<file path="src/hxfcp_pkg.sv">
// Shared types and constants for the header/XOR frame command parser.
`default_nettype none

package hxfcp_pkg;

  localparam int unsigned ByteW   = 8;
  localparam int unsigned CfgIdxW = 2;

  // Reset values of the configuration registers
  localparam logic [ByteW-1:0] FirstHdrRst  = 8'h55;
  localparam logic [ByteW-1:0] SecondHdrRst = 8'hAA;
  localparam logic [ByteW-1:0] LedFuncRst   = 8'h06;

  // Configuration register indexes
  typedef enum logic [CfgIdxW-1:0] {
    CFG_FIRST_HDR  = 2'd0,
    CFG_SECOND_HDR = 2'd1,
    CFG_LED_FUNC   = 2'd2
  } cfg_idx_e;

  // Frame byte position: which byte is expected next
  typedef enum logic [2:0] {
    POS_HDR1  = 3'd0,
    POS_HDR2  = 3'd1,
    POS_FREE  = 3'd2,
    POS_FUNC  = 3'd3,
    POS_LED   = 3'd4,
    POS_STATE = 3'd5,
    POS_CSUM  = 3'd6
  } pos_e;

  // Frame status reported per completed frame
  typedef enum logic [1:0] {
    ST_LED_CMD  = 2'd0,
    ST_CSUM_ERR = 2'd1,
    ST_OTHER    = 2'd2
  } status_e;

  typedef struct packed {
    logic [ByteW-1:0] first_header;
    logic [ByteW-1:0] second_header;
    logic [ByteW-1:0] led_function_code;
  } cfg_t;

  typedef struct packed {
    status_e          frame_status;
    logic [ByteW-1:0] led_index;
    logic             led_on;
  } result_t;

endpackage

`default_nettype wire

</file>
<file path="src/hxfcp_cfg_regs.sv">
// Configuration register file for the frame parser.
`default_nettype none

module hxfcp_cfg_regs
  import hxfcp_pkg::*;
(
  input  wire logic               clk_i,
  input  wire logic               rst_ni,
  input  wire logic               cfg_valid_i,
  output logic                    cfg_ready_o,
  input  wire logic [CfgIdxW-1:0] cfg_index_i,
  input  wire logic [ByteW-1:0]   cfg_data_i,
  output cfg_t                    cfg_o
);

  cfg_t cfg_q;

  assign cfg_ready_o = 1'b1;
  assign cfg_o       = cfg_q;

  // Register writes; unknown indexes are ignored
  always_ff @(posedge clk_i or negedge rst_ni) begin
    if (!rst_ni) begin
      cfg_q.first_header      <= FirstHdrRst;
      cfg_q.second_header     <= SecondHdrRst;
      cfg_q.led_function_code <= LedFuncRst;
    end else if (cfg_valid_i && cfg_ready_o) begin
      case (cfg_idx_e'(cfg_index_i))
        CFG_FIRST_HDR:  cfg_q.first_header      <= cfg_data_i;
        CFG_SECOND_HDR: cfg_q.second_header     <= cfg_data_i;
        CFG_LED_FUNC:   cfg_q.led_function_code <= cfg_data_i;
        default: ;
      endcase
    end
  end

endmodule

`default_nettype wire

</file>
<file path="src/hxfcp_parser.sv">
// Frame tracking state and per-byte decode of the frame parser.
`default_nettype none

module hxfcp_parser
  import hxfcp_pkg::*;
(
  input  wire logic             clk_i,
  input  wire logic             rst_ni,
  input  cfg_t                  cfg_i,
  input  wire logic             step_i,
  input  wire logic [ByteW-1:0] byte_i,
  output logic                  emit_o,
  output result_t               res_o
);

  pos_e             pos_q, pos_d;
  logic [ByteW-1:0] xor_q, xor_d;
  logic [ByteW-1:0] func_q, func_d;
  logic [ByteW-1:0] led_q, led_d;
  logic [ByteW-1:0] state_q, state_d;

  // Next state for one byte; a result comes out on the checksum byte
  always_comb begin
    pos_d   = pos_q;
    xor_d   = xor_q;
    func_d  = func_q;
    led_d   = led_q;
    state_d = state_q;
    emit_o  = 1'b0;
    res_o.frame_status = ST_OTHER;
    res_o.led_index    = '0;
    res_o.led_on       = 1'b0;
    case (pos_q)
      POS_HDR2: begin
        if (byte_i == cfg_i.second_header) begin
          xor_d = xor_q ^ byte_i;
          pos_d = POS_FREE;
        end else begin
          pos_d = POS_HDR1;
        end
      end
      POS_FREE: begin
        xor_d = xor_q ^ byte_i;
        pos_d = POS_FUNC;
      end
      POS_FUNC: begin
        func_d = byte_i;
        xor_d  = xor_q ^ byte_i;
        pos_d  = POS_LED;
      end
      POS_LED: begin
        led_d = byte_i;
        xor_d = xor_q ^ byte_i;
        pos_d = POS_STATE;
      end
      POS_STATE: begin
        state_d = byte_i;
        xor_d   = xor_q ^ byte_i;
        pos_d   = POS_CSUM;
      end
      POS_CSUM: begin
        emit_o = 1'b1;
        if (xor_q != byte_i) begin
          res_o.frame_status = ST_CSUM_ERR;
        end else if (func_q == cfg_i.led_function_code) begin
          res_o.frame_status = ST_LED_CMD;
          res_o.led_index    = led_q;
          res_o.led_on       = |state_q;
        end
        xor_d = '0;
        pos_d = POS_HDR1;
      end
      default: begin
        // Header search; unused codes behave as this position
        if (byte_i == cfg_i.first_header) begin
          xor_d = byte_i;
          pos_d = POS_HDR2;
        end else begin
          pos_d = POS_HDR1;
        end
      end
    endcase
  end

  // State registers, advanced once per consumed byte
  always_ff @(posedge clk_i or negedge rst_ni) begin
    if (!rst_ni) begin
      pos_q   <= POS_HDR1;
      xor_q   <= '0;
      func_q  <= '0;
      led_q   <= '0;
      state_q <= '0;
    end else if (step_i) begin
      pos_q   <= pos_d;
      xor_q   <= xor_d;
      func_q  <= func_d;
      led_q   <= led_d;
      state_q <= state_d;
    end
  end

  // A completed frame always restarts the header search
  assert property (@(posedge clk_i) disable iff (!rst_ni)
    step_i && pos_q == POS_CSUM |=> pos_q == POS_HDR1 && xor_q == '0)
    else $error("parser did not restart after checksum byte");

  // Second header mismatch drops back without keeping the byte
  assert property (@(posedge clk_i) disable iff (!rst_ni)
    step_i && pos_q == POS_HDR2 && byte_i != cfg_i.second_header |=> pos_q == POS_HDR1)
    else $error("second header mismatch not handled");

  // Only an LED command carries LED fields
  assert property (@(posedge clk_i) disable iff (!rst_ni)
    emit_o && res_o.frame_status != ST_LED_CMD |-> res_o.led_index == '0 && !res_o.led_on)
    else $error("LED fields set on a non-LED result");

endmodule

`default_nettype wire

</file>
<file path="src/header_xor_frame_command_parser_top.sv">
// Top level of the header/XOR frame command parser.
//
//  Channel | Signals                                                     | Direction
//  rx      | rx_valid_i, rx_stall_o, rx_byte_i                           | byte in
//  out     | out_valid_o, out_stall_i, frame_status_o, led_index_o, led_on_o | result out
//  cfg     | cfg_valid_i, cfg_ready_o, cfg_index_i, cfg_data_i           | register write
//
// One byte per cycle sustained: an input register feeds the frame decode,
// which writes the result register. A checksum byte's result is written to the
// result register as the byte leaves the input register. Reset clears the
// frame state and loads the register defaults. A stalled result register
// holds back only a checksum byte; other bytes keep flowing while a result waits.
`default_nettype none

module header_xor_frame_command_parser_top
  import hxfcp_pkg::*;
(
  input  wire logic               clk_i,
  input  wire logic               rst_ni,
  input  wire logic               rx_valid_i,
  output logic                    rx_stall_o,
  input  wire logic [ByteW-1:0]   rx_byte_i,
  output logic                    out_valid_o,
  input  wire logic               out_stall_i,
  output logic [1:0]              frame_status_o,
  output logic [ByteW-1:0]        led_index_o,
  output logic                    led_on_o,
  input  wire logic               cfg_valid_i,
  output logic                    cfg_ready_o,
  input  wire logic [CfgIdxW-1:0] cfg_index_i,
  input  wire logic [ByteW-1:0]   cfg_data_i
);

  cfg_t             cfg;
  logic             in_valid_q;
  logic [ByteW-1:0] in_byte_q;
  logic             out_valid_q;
  result_t          res_q;
  result_t          parse_res;
  logic             parse_emit;
  logic             out_free;
  logic             step;

  hxfcp_cfg_regs u_cfg (
    .clk_i       (clk_i),
    .rst_ni      (rst_ni),
    .cfg_valid_i (cfg_valid_i),
    .cfg_ready_o (cfg_ready_o),
    .cfg_index_i (cfg_index_i),
    .cfg_data_i  (cfg_data_i),
    .cfg_o       (cfg)
  );

  hxfcp_parser u_parser (
    .clk_i  (clk_i),
    .rst_ni (rst_ni),
    .cfg_i  (cfg),
    .step_i (step),
    .byte_i (in_byte_q),
    .emit_o (parse_emit),
    .res_o  (parse_res)
  );

  // Flow control: a byte leaves the input register unless its result is blocked
  assign out_free   = !out_valid_q || !out_stall_i;
  assign step       = in_valid_q && (!parse_emit || out_free);
  assign rx_stall_o = in_valid_q && !step;

  // Input register
  always_ff @(posedge clk_i or negedge rst_ni) begin
    if (!rst_ni) begin
      in_valid_q <= 1'b0;
    end else if (!rx_stall_o) begin
      in_valid_q <= rx_valid_i;
    end
  end

  always_ff @(posedge clk_i) begin
    if (rx_valid_i && !rx_stall_o) begin
      in_byte_q <= rx_byte_i;
    end
  end

  // Result register
  always_ff @(posedge clk_i or negedge rst_ni) begin
    if (!rst_ni) begin
      out_valid_q <= 1'b0;
    end else if (out_free) begin
      out_valid_q <= step && parse_emit;
    end
  end

  always_ff @(posedge clk_i) begin
    if (out_free && step && parse_emit) begin
      res_q <= parse_res;
    end
  end

  assign out_valid_o    = out_valid_q;
  assign frame_status_o = res_q.frame_status;
  assign led_index_o    = res_q.led_index;
  assign led_on_o       = res_q.led_on;

  // An emitted result always lands in the result register
  assert property (@(posedge clk_i) disable iff (!rst_ni)
    step && parse_emit |=> out_valid_q)
    else $error("emitted result lost");

  // A waiting result is never overwritten by the next frame
  assert property (@(posedge clk_i) disable iff (!rst_ni)
    out_valid_q && out_stall_i && in_valid_q && parse_emit |-> !step && rx_stall_o)
    else $error("checksum byte consumed while result stalled");

  // Bytes that make no result are never held back
  assert property (@(posedge clk_i) disable iff (!rst_ni)
    in_valid_q && !parse_emit |-> step && !rx_stall_o)
    else $error("non-final byte stalled");

endmodule

`default_nettype wire
</file>
<file path="config.mk">
export PLATFORM = sky130hd
export DESIGN_NAME = header_xor_frame_command_parser_top
export DESIGN_NICKNAME = d
export VERILOG_FILES = /design/src/hxfcp_pkg.sv /design/src/hxfcp_cfg_regs.sv /design/src/hxfcp_parser.sv /design/src/header_xor_frame_command_parser_top.sv
export SDC_FILE = /design/constraint.sdc
export NUM_CORES = 1
export LEC_CHECK = 0
export BUFFER_PORTS_ARGS = -buffer_cell sky130_fd_sc_hd__buf_2
export CAP_MARGIN = 5
export CORE_MARGIN = 4
export CORE_UTILIZATION = 59
export CTS_CLUSTER_DIAMETER = 200
export DETAILED_ROUTE_END_ITERATION = 6
export PLACE_DENSITY = 0.8
export SYNTH_ARGS = -nofsm -noshare
export SYNTH_HDL_FRONTEND = slang
export SYNTH_HIERARCHICAL = 1
export SYNTH_SLANG_ARGS = --single-unit
</file>
<file path="constraint.sdc">
create_clock -name clk_i -period 3.23 [get_ports clk_i]
set_clock_uncertainty 0.2 [all_clocks]
set_input_delay 0.969 -clock clk_i [delete_from_list [all_inputs] [get_ports clk_i]]
set_output_delay 0.969 -clock clk_i [all_outputs]
set_load 0.05 [all_outputs]
</file>
# Word level (Yosys, flattened, before mapping)
# Index checks and enable logic that the tools add are counted.
[op_classes]
add_sub_neg = 0
magnitude_cmp = 0
div_mod_pow = 0
eq_ne = 13
reduce_logical = 25
mux = 9
shifts = 0
bitwise_logic = 3
mul = 0
[op_table]
columns = ["operator", "n"]
rows = [
  ["8-bit == test", 3],
  ["8-bit case mux with 3 select lines", 1],
  ["3-bit case mux with 6 select lines", 1],
  ["8-bit two-way mux", 2],
  ["2-bit AND reduction", 6],
  ["11-bit two-way mux", 1],
  ["3-bit == test (second input constant)", 3],
  ["8-bit inequality test", 1],
  ["8-bit OR reduction", 1],
  ["8-bit bitwise XOR", 1],
  ["3-bit by 2-bit == test with 1-bit output (second input constant)", 2],
  ["1-bit logical AND", 6],
  ["1-bit logical NOT", 5],
  ["2-bit two-way mux", 2],
  ["4-bit nonzero test", 1],
  ["4-bit OR reduction", 1],
  ["3-bit by 1-bit == test with 1-bit output (second input constant)", 1],
  ["3-bit AND reduction", 1],
  ["3-bit OR reduction", 1],
  ["2-bit by 1-bit == test with 1-bit output (second input constant)", 1],
  ["2-bit == test (second input constant)", 1],
  ["2-bit logical NOT", 1],
  ["1-bit logical OR", 2],
  ["1-bit two-way mux", 2],
  ["other kinds (2)", 3],
]
[totals]
regBits = 80
output_inout_bits = 14
latch_bits = 0
romBits = 0
memories = 0
mem_bits_rw = 0

# Logic depth before layout (Yosys ltp)
[depth]
ltp_word = 9
ltp_mapped = 9
ltp_nobuf = 6

# Cells and area by module
# Netlist, hierarchy kept.
[modules_own_cells]
columns = ["mod", "cells_per_inst", "instances", "area_each_um2"]
rows = [
  ["hxfcp_parser", 216, 1, 2209.6],
  ["hxfcp_cfg_regs", 53, 1, 935.9],
  ["header_xor_frame_command_parser_top", 31, 1, 675.6],
]

# Worst setup path before layout
# OpenSTA, ideal clock, no wires.
[synth_path]
kind = "input to output"
startpoint = "input out_stall_i"
endpoint = "output rx_stall_o"
required_time_ns = 2.061
stages = 2
path_buffers = 0
slack_ns = 0.647
arrival_ns = 1.414
cell_sequence = "nand4_2 > inv_1"
[synth_via]
elab_chain_cells = 6
[synth_lines]
columns = ["item", "line", "text"]
rows = [
  ["start, declared", "header_xor_frame_command_parser_top.sv:24", "input wire logic out_stall_i,"],
  ["1-bit logical NOT", "header_xor_frame_command_parser_top.sv:65", "assign out_free = !out_valid_q || !out_stall_i;"],
  ["1-bit logical OR", "header_xor_frame_command_parser_top.sv:65", ""],
  ["1-bit logical OR", "header_xor_frame_command_parser_top.sv:66", "assign step = in_valid_q && (!parse_emit || out_free);"],
  ["1-bit logical AND", "header_xor_frame_command_parser_top.sv:66", ""],
  ["1-bit logical NOT", "header_xor_frame_command_parser_top.sv:67", "assign rx_stall_o = in_valid_q && !step;"],
  ["1-bit logical AND", "header_xor_frame_command_parser_top.sv:67", ""],
  ["end, declared", "header_xor_frame_command_parser_top.sv:21", "output logic rx_stall_o,"],
]
# No other way between the ends.

# Worst setup path after layout
[layout_path]
startpoint = "register u_parser.pos_q[0]"
endpoint = "output rx_stall_o"
[layout_via]
elab_chain_cells = 7
[layout_lines]
columns = ["item", "line", "text"]
rows = [
  ["start, declared", "hxfcp_parser.sv:16", "pos_e pos_q, pos_d;"],
  ["start signal, assigned", "hxfcp_parser.sv:94", "pos_q <= pos_d;"],
  ["3-bit == test", "hxfcp_parser.sv:33", "case (pos_q)"],
  ["1-bit two-way mux", "hxfcp_parser.sv:33", ""],
  ["via parse_emit", "header_xor_frame_command_parser_top.sv:40", "logic parse_emit;"],
  ["1-bit logical NOT", "header_xor_frame_command_parser_top.sv:66", ""],
  ["1-bit logical OR", "header_xor_frame_command_parser_top.sv:66", ""],
  ["1-bit logical AND", "header_xor_frame_command_parser_top.sv:66", ""],
  ["1-bit logical NOT", "header_xor_frame_command_parser_top.sv:67", ""],
  ["1-bit logical AND", "header_xor_frame_command_parser_top.sv:67", ""],
]
# The timed path passes the listed nets, and every way through them passes these cells.

==> impl_metrics.env <==
export IMPL_drv_cap=0
export IMPL_final_period_utilization_pct=86.1
export IMPL_startpoint_type="flop"
export IMPL_wl_per_cell_um=18.7
export IMPL_antenna_cells=0
export IMPL_syn_num_nets=323
export IMPL_worst_ep_required_time_ns=2.06
export IMPL_htreeDepth=3
export IMPL_arrival_ns=1.61
export IMPL_drt_iter0_drc=113
export IMPL_min_path_type="reg2reg"
export IMPL_period_needed_ns=2.78
export IMPL_worstMarginPinSlew_ns=0.678
export IMPL_vias_per_cell=5.99
export IMPL_dp_cells=397
export IMPL_post_cts_setup_buffer_count=0
export IMPL_ctsResizeCount=0
export IMPL_critPathKind="reg2out"
export IMPL_clk_pin_slew_worst_paths_ns=0.08
export IMPL_ys_ff_latch=80
export IMPL_fmax_mhz=360
export IMPL_core_region_area_mm2=0.00631
export IMPL_tns_ns=0
export IMPL_vdd_ir_drop_max_uv=449
export IMPL_synth_ff_type="dfrtp_1"
export IMPL_instances_no_fill=413
export IMPL_drv_slew=0
export IMPL_dieArea_mm2=0.00783
export IMPL_clockBufferDepth=2
export IMPL_vias=2475
export IMPL_synth_top_cell_by_area="dfrtp_1"
export IMPL_initial_core_util_pct=60.5
export IMPL_hold_viol=0
export IMPL_final_net_count=354
export IMPL_utilization_pct=67.3
export IMPL_async_flop_share_pct=76.3
export IMPL_hpwl_um=5220
export IMPL_grt_ovfl_total=0
export IMPL_port_buffers=35
export IMPL_outcome="completed"
export IMPL_finalPower_uw=3490
export IMPL_grt_antenna_before_repair=0
export IMPL_grt_max_degree=24
export IMPL_netlist_top_cells_area="dfrtp_1 33%, edfxtp_1 15%, mux2_2 14%"
export IMPL_crit_fanout=10
export IMPL_syn_avg_cell_area_um2=12.7
export IMPL_fp_row_count=29
export IMPL_grt_pass1_vias=2631
export IMPL_cts_tree="done"
export IMPL_clk_insertion_delay_late_ns=0.35
export IMPL_powerDensity_mw_per_mm2=822
export IMPL_cts_buffers_inserted=9
export IMPL_syn_to_final_growth_pct=11.2
export IMPL_grt_pass1_wl_um=12900
export IMPL_synth_edf_count=19
export IMPL_yosysMostFrequentCell="dfrtp_1"
export IMPL_cts_sinks=80
export IMPL_die_x_um=88.5
export IMPL_cts_root_buf="clkbuf_8"
export IMPL_synth_seq_area_share_pct=55.2
export IMPL_wl_um=7700
export IMPL_ys_types=39
export IMPL_power_leakage_uw=0.00176
export IMPL_yosys_warnings=6
export IMPL_grt_setup_unrepaired="false"
export IMPL_drtAntennaViolNets=0
export IMPL_track_usage_pct=22.2
export IMPL_ios=37
export IMPL_drive_gt1_share_pct=36.6
export IMPL_cts_hold_buf=0
export IMPL_synth_top_area_share_pct=33.4
export IMPL_syn_area_mm2=0.00382
export IMPL_die_h_um=88.5
export IMPL_drt_pass1_iter_count=5
export IMPL_end_kind="output port"
export IMPL_place_gp_congestion=0.854
export IMPL_route_detailed_drc=0
export IMPL_finalSetupViolations=0
export IMPL_syn_inst=300
export IMPL_hold_worst_slack_ns=0.305
export IMPL_synthTopCellsByCount="51 x dfrtp_1, 48 x mux2_2, 28 x xnor2_1, 19 x edfxtp_1"
export IMPL_slew_limit_headroom_pct=54.6
-- path summary, 6_finish.rpt --
| kind | from | slack [ns] | end | depth (start not counted) |
|---|---|---|---|---|
| setup reg to reg | in_byte_q[2] | 0.84 | u_parser/xor_q[3] | 5 |
| max in group asynchronous | rst_ni | 1.75 | u_cfg/cfg_o[13] | 2 |
| setup / recovery | u_parser/pos_q[0] | 0.45 | rx_stall_o | 4 |
| hold / removal | u_parser/led_q[3] | 0.30 | u_parser/led_q[3] | 1 |
| min in group asynchronous | rst_ni | 0.35 | u_parser/led_q[7] | 1 |
| hold reg to reg | u_parser/led_q[3] | 0.30 | u_parser/led_q[3] | 1 |
-- stage by stage --
| step | worst slack, ns | instance area [um^2] |
|---|---|---|
| 2_1_floorplan | 0.647 | 3820 |
| 3_3_place_gp | 0.541 | 4030 |
| 3_5_place_dp | 0.523 | 4030 |
| 4_1_cts | 0.452 | 4250 |
| 5_1_grt | 0.356 | 4250 |
| 6_report | 0.449 | 4250 |
-- cells by family after synthesis --
group	share of synthesized area, %
AND/OR/NAND/NOR	9.99
XOR/XNOR	7.33
flip-flops	55.2
AO/OA/AOI/OAI	7.89
multiplexers	16.2
buffers and inverters	3.24
other	0.0981
-- critical path, stage by stage, from the launching register on --
cell and delay (ns):
dfrtp_1 0.52, nor2_1 0.29, nand4_2 0.14, inv_1 0.07, buf_2 0.25
-- registers in the layout, indices dropped and copies added, names as in the netlist --
register	count
in_byte_q	8
out_valid_o	1
u_parser/state_q	8
u_parser/func_q	8
u_parser/xor_q	8
led_index_o	8
u_parser/led_q	8
led_on_o	1
frame_status_o	2
u_parser/pos_q	3
u_cfg/cfg_o	24
in_valid_q	1
-- layer usage --
layer / GRT usage [%] / part of all wire [%] / vias to the layer above
li1: - / - / 1157
met1: 28.8 / 43 / 1226
met2: 35.5 / 49 / 79
met3: 4.28 / 5.6 / 13
met4: 11.5 / 2.4 / 0
met5: 0 / 0 / -
-- cell usage in the layout, fill, tap and decap left out, drive strengths merged, types with 2 or more instances in the layout --
master	instances
dfrtp	51
mux2	48
buf	41
xnor2	28
edfxtp	19
nand2	16
a21oi	12
clkbuf	10
dfstp	10
nor3	10
and3	9
o21ai	9
nand4	9
nor2	8
mux2i	8
a221o	8
a41oi	8
inv	4
xor2	4
nor4	3
o211ai	3
bufinv	2
clkinv	2
clkinvlp	2
nand3b	2
-- layout make-up --
type / count / area [um^2]
flip-flops and latches: 80 / 2110
fillers: 481 / 2060
multi-input cells: 195 / 1590
repair buffers: 41 / 220
clock buffers: 10 / 138
well taps: 77 / 96.3
clock inverters: 6 / 82.6
inverters: 4 / 15.0
-- power by group --
group	internal (uW)	switching, uW	total [uW]
clock	451	355	806
sequential	1350	236	1580
combinational	534	566	1100
Power figures use the tool's default switching activity.
